===== src/rtl/tdpb_pkg.sv =====
// ----------------------------------------------------------------------------
// tdpb_pkg
// Shared widths, constants and types of the tail-drop packet buffer timing block.
// ----------------------------------------------------------------------------
`default_nettype none

package tdpb_pkg;

    localparam int TIME_W = 48;
    localparam int SIZE_W = 9;

    localparam logic [SIZE_W-1:0] SIZE_RESET = 9'd256;
    localparam logic [TIME_W-1:0] TIME_MAX   = {TIME_W{1'b1}};

    typedef logic [TIME_W-1:0] time_t;

    // control broadcast from the sequencer to every cell of the chain
    typedef struct packed {
        logic  shift;      // advance every cell toward the head by one place
        logic  push;       // store push_data into the selected cell
        time_t push_data;
    } cell_ctl_t;

endpackage

`default_nettype wire


===== src/rtl/tdpb_cell.sv =====
// ----------------------------------------------------------------------------
// tdpb_cell
// One place of the finish-time chain: holds one finish time, takes its upper
// neighbor's value on a shift or a new value when selected for a push.
// ----------------------------------------------------------------------------
`default_nettype none

module tdpb_cell
(
    input  wire                      clk,
    input  wire tdpb_pkg::cell_ctl_t ctl,
    input  wire                      push_sel,
    input  wire tdpb_pkg::time_t     up_data,
    output tdpb_pkg::time_t          data
);

    tdpb_pkg::time_t finish_reg;
    tdpb_pkg::time_t finish_next;

    always_comb
    begin
        finish_next = finish_reg;
        if (ctl.shift)
        begin
            finish_next = up_data;
        end
        else if (ctl.push && push_sel)
        begin
            finish_next = ctl.push_data;
        end
    end

    always_ff @(posedge clk)
    begin
        finish_reg <= finish_next;
    end

    assign data = finish_reg;

endmodule

`default_nettype wire


===== config.mk =====
export PLATFORM = sky130hd
export DESIGN_NAME = tdpb_cell
export DESIGN_NICKNAME = d
export VERILOG_FILES = /design/src/rtl/tdpb_pkg.sv /design/src/rtl/tdpb_cell.sv
export SDC_FILE = /design/constraint.sdc
export NUM_CORES = 1
export LEC_CHECK = 0
export BUFFER_PORTS_ARGS = -buffer_cell sky130_fd_sc_hd__clkbuf_2
export CELL_PAD_IN_SITES_DETAIL_PLACEMENT = 1
export CELL_PAD_IN_SITES_GLOBAL_PLACEMENT = 1
export CORE_MARGIN = 3
export CORE_UTILIZATION = 33
export CTS_CLUSTER_SIZE = 20
export DETAILED_ROUTE_END_ITERATION = 10
export HOLD_SLACK_MARGIN = 0.1
export PLACE_DENSITY_LB_ADDON = 0.1
export SLEW_MARGIN = 20
export SYNTH_ARGS = -nofsm -noshare
export SYNTH_HDL_FRONTEND = slang
export SYNTH_SLANG_ARGS = --single-unit

===== constraint.sdc =====
create_clock -name clk -period 6.4 [get_ports clk]
set_input_delay 1.28 -clock clk [delete_from_list [all_inputs] [get_ports clk]]
set_output_delay 1.28 -clock clk [all_outputs]
set_load 0.005 [all_outputs]

### Yosys cells after proc, flatten, opt, wreduce, memory -nomap -nowiden

Index checks and enable logic that the tools add are counted.
W data, S select, Z words.

* $add $sub $neg: 0
* multipliers: 0
* div/mod/pow operators: 0
* magnitude comparators: 0
* equality and inequality tests: 0
* shift operators: 0
* mux-type cells: 2
* bitwise operators: 0
* reductions and logical operators: 2

Operators with widths (number)
* $mux W48: 2
* $reduce_bool A2 Y1: 1
* $logic_and A1 B1 Y1: 1

* bits in registers: 48
* bits in latches: 0
* bits in writable memories: 0
* bits in read-only memories: 0
* input bits: 100
* output and inout bits: 48
* memories: 0

### Longest topological paths before layout

* word-level depth: 3
* depth in mapped cells: 3
* gate-level depth less buffers: 1

### Worst setup path after synthesis

No wires, ideal clock.

* path kind: in2reg
* from: in ctl[49] in the netlist's numbering
* to: reg finish_reg[0] (netlist: data[0]), enable pin
* data arrival time: 2582 ps
* setup slack: 3414 ps
* stages: 3
* path buffers: 2
* cells stage by stage: buf_6 -> buf_6 -> a21o_1

* word-level cells in the longest chain between the ends: 1

RTL lines
* from (decl): line tdpb_cell.sv:11 `input wire tdpb_pkg::cell_ctl_t ctl,`
* $reduce_bool A2 Y1 (no source line)
* to (signal assigned): line tdpb_cell.sv:35 `finish_reg <= finish_next;`
* to (decl): line tdpb_cell.sv:17 `tdpb_pkg::time_t finish_reg;`

No other way between the ends.
A chain may end at the register's enable or synchronous reset.

### Worst setup path after layout

* from: in ctl[49] in the netlist's numbering
* to: reg finish_reg[17] (netlist: data[17]), enable pin

The elaborated chain is that of the path after synthesis.

==> Implementation_results.wiki <==
{| class="wikitable"
! Metric !! Value
|-
| Setup repair after global routing missed its margin || no
|-
| Depth of the CTS H-tree || 2
|-
| LEAKAGE || 1.37 nW
|-
| DIE AREA || 7250 um2
|-
| Number of top-level design ports || 148
|-
| Number of nets in the finished design || 352
|-
| Max Freq || 0.395 GHz
|-
| Die Width || 85.2 um
|-
| Quantity of gates resized following cts || 0
|-
| Initial standard-cell utilization of the core || 0.345
|-
| Sequential fraction of the synthesis area || 0.697
|-
| Category of the worst setup path launch point || primary input
|-
| Final GP Congestion || 0.686
|-
| Largest register FFs || 48
|-
| Area fraction in and, or, nand and nor cells after synthesis || 0
|-
| Class of the tightest hold or removal check || in -> reg
|-
| Cell count after placement || 320
|-
| Dominant combinational cell family by area after synthesis || multiplexers
|-
| Synthesis warning total || 0
|-
| Most common cell after layout, fill and taps aside || sky130_fd_sc_hd__clkbuf_2
|-
| Die Height || 85.2 um
|-
| TritonCTS clock tree || yes
|-
| Root buffer cell || sky130_fd_sc_hd__clkbuf_8
|-
| Largest vdd supply drop || 0.0000953 V
|-
| Pin count of the biggest net entering global routing || 50
|-
| Netlist area before placement || 2070 um2
|-
| Routed WL per cell || 15.6 um
|-
| Post-detailed-route via-to-cell ratio || 4.45
|-
| Largest fanout of any net on the critical path || 49
|-
| Final HPWL from detailed placement || 4.10 mm
|-
| Compound-gate portion of the synthesized area || 0.00363
|-
| Count of placed standard cells in the final layout, fillers left out || 328
|-
| Clk sink count || 48
|-
| Post-CTS Hold Fix Bufs || 0
|-
| Data required time at the worst endpoint || 6330 ps
|-
| Status || complete, no violations
|-
| Cell area after layout || 2950 um2
|-
| Detailed router's first-iteration violation count || 78
|-
| Worst-margin pin slew || 650 ps
|-
| Cell row count || 28
|-
| Tot Pwr || 0.000682 W
|-
| Number of vias in the routed layout || 1460
|-
| Mean post-synth cell area || 20.3 um2
|-
| Share of final-layout standard cells stronger than drive strength 1 || 0.806
|-
| Number of buffers added on ports || 147
|-
| Antenna diode count || 0
|-
| Crit end category || register
|-
| Core Footprint || 5990 um2
|-
| Register bit count reported by yosys || 48
|-
| Max_slew headroom || 0.567
|-
| Overall overflow remaining after global route || 0
|-
| Clock buffer count from CTS || 5
|-
| Shortest clock period the worst path allows after layout || 2530 ps
|-
| Max Slew Vio Count || 0
|-
| Max_cap viols || 0
|-
| Number of DRC violations after detailed routing || 0
|-
| Final hold violation count || 0
|-
| Synthesized-area fraction occupied by xor and xnor cells || 0
|-
| Wire length of the first global-routing pass || 7.91 mm
|-
| Period Utilization, post-route || 0.396
|-
| Router iterations before antenna repair || 3
|-
| Synthesis-to-finish area growth || 42.6%
|-
| Post-placement cell area || 2860 um2
|-
| Syn Inst Count || 102
|-
| Number of antenna violations at the first check in global routing || 0
|-
| Clock transition at the registers of the reported paths || 90 ps
|-
| Count of cell types in the netlist || 6
|-
| Final core utilization || 0.492
|-
| Power per standard cell area || 231 nW/um2
|-
| Commonest cells after routing, fill and taps aside || 147 x sky130_fd_sc_hd__clkbuf_2, 48 x sky130_fd_sc_hd__edfxtp_1, 39 x sky130_fd_sc_hd__mux2_2, 9 x sky130_fd_sc_hd__mux2_4, 5 x sky130_fd_sc_hd__clkbuf_8
|-
| Total wirelength of the detailed-routed design || 5.11 mm
|-
| Remaining antenna violation count after routing || 0
|-
| Data arrival at the endpoint of the critical path || 2460 ps
|-
| Adder-Cell Fraction of Synth Area || 0
|-
| Portion of netlist area occupied by mux cells || 0.278
|-
| Setup violators final || 0
|-
| Setup CP Type || in -> reg
|-
| Total routing resource utilization after global routing || 0.143
|-
| Number of setup buffers added after CTS || 0
|-
| Fillers || 650
|-
| Setup TNS || 0 ps
|-
| Mapped Nets || 202
|-
| Maximum number of buffers from clock root to sink || 2
|-
| Number of global-route vias before repair || 1619
|}
## worst paths after layout
check	start	depth (start not counted)	slack, ps	to
worst max-delay path	ctl[49]	3	3870	data[17]$_DFFE_PP_
worst min-delay path	ctl[44]	2	1280	data[44]$_DFFE_PP_
## report_power, final
| part | switching (W) | leakage (nW) | internal (W) |
|---|---|---|---|
| Combinational | 0.0000468 | 0.848 | 0.0000676 |
| Sequential | 0.00000929 | 0.479 | 0.000388 |
| Clock | 0.0000959 | 0.0453 | 0.0000743 |
| Total | 0.000152 | 1.37 | 0.000530 |
## cell usage after synthesis
| library cell | instances | area [um2] |
|---|---|---|
| sky130_fd_sc_hd__edfxtp_1 | 48 | 1440 |
| sky130_fd_sc_hd__mux2_2 | 39 | 439 |
| sky130_fd_sc_hd__mux2_4 | 9 | 135 |
| sky130_fd_sc_hd__buf_4 | 3 | 22.5 |
| sky130_fd_sc_hd__buf_6 | 2 | 22.5 |
| sky130_fd_sc_hd__a21o_1 | 1 | 7.51 |
## worst max-delay path: stages
cell and delay [ps]:
sky130_fd_sc_hd__clkbuf_2 70, sky130_fd_sc_hd__buf_4 530, sky130_fd_sc_hd__a21o_4 540
## layer usage
layer,share of wire,global-route usage,vias to the layer above
met2,0.54,0.262,78
li1,-,-,697
met4,0.010,0.0388,0
met3,0.10,0.0553,5
met1,0.35,0.152,680
met5,0,0,-
## area by class of cell
cell class                 count  area, um2  area share
clock inverter                 3       13.8     0.00466
multi-input combinational     49        589       0.200
timing repair buffer         148        743       0.252
sequential                    48       1440       0.489
clock buffer                   5       68.8      0.0233
tap                           75       93.8      0.0318
## metrics by stage
step / hold slack [ps] / worst slack (ps)
2_1_floorplan: 1500 / 3410
3_3_place_gp: 1580 / 3130
3_5_place_dp: 1580 / 3120
4_1_cts: 1270 / 3450
5_1_grt: 1260 / 3770
6_report: 1280 / 3870
## logic make-up (layout without fill, tap and decap cells)
| group | Yosys count | after routing |
|---|---|---|
| AO/OA/AOI/OAI | 1 | 1 |
| buffers and inverters | 5 | 156 |
| flip-flops | 48 | 48 |
| multiplexers | 48 | 48 |
Power figures use the tool's default switching activity.
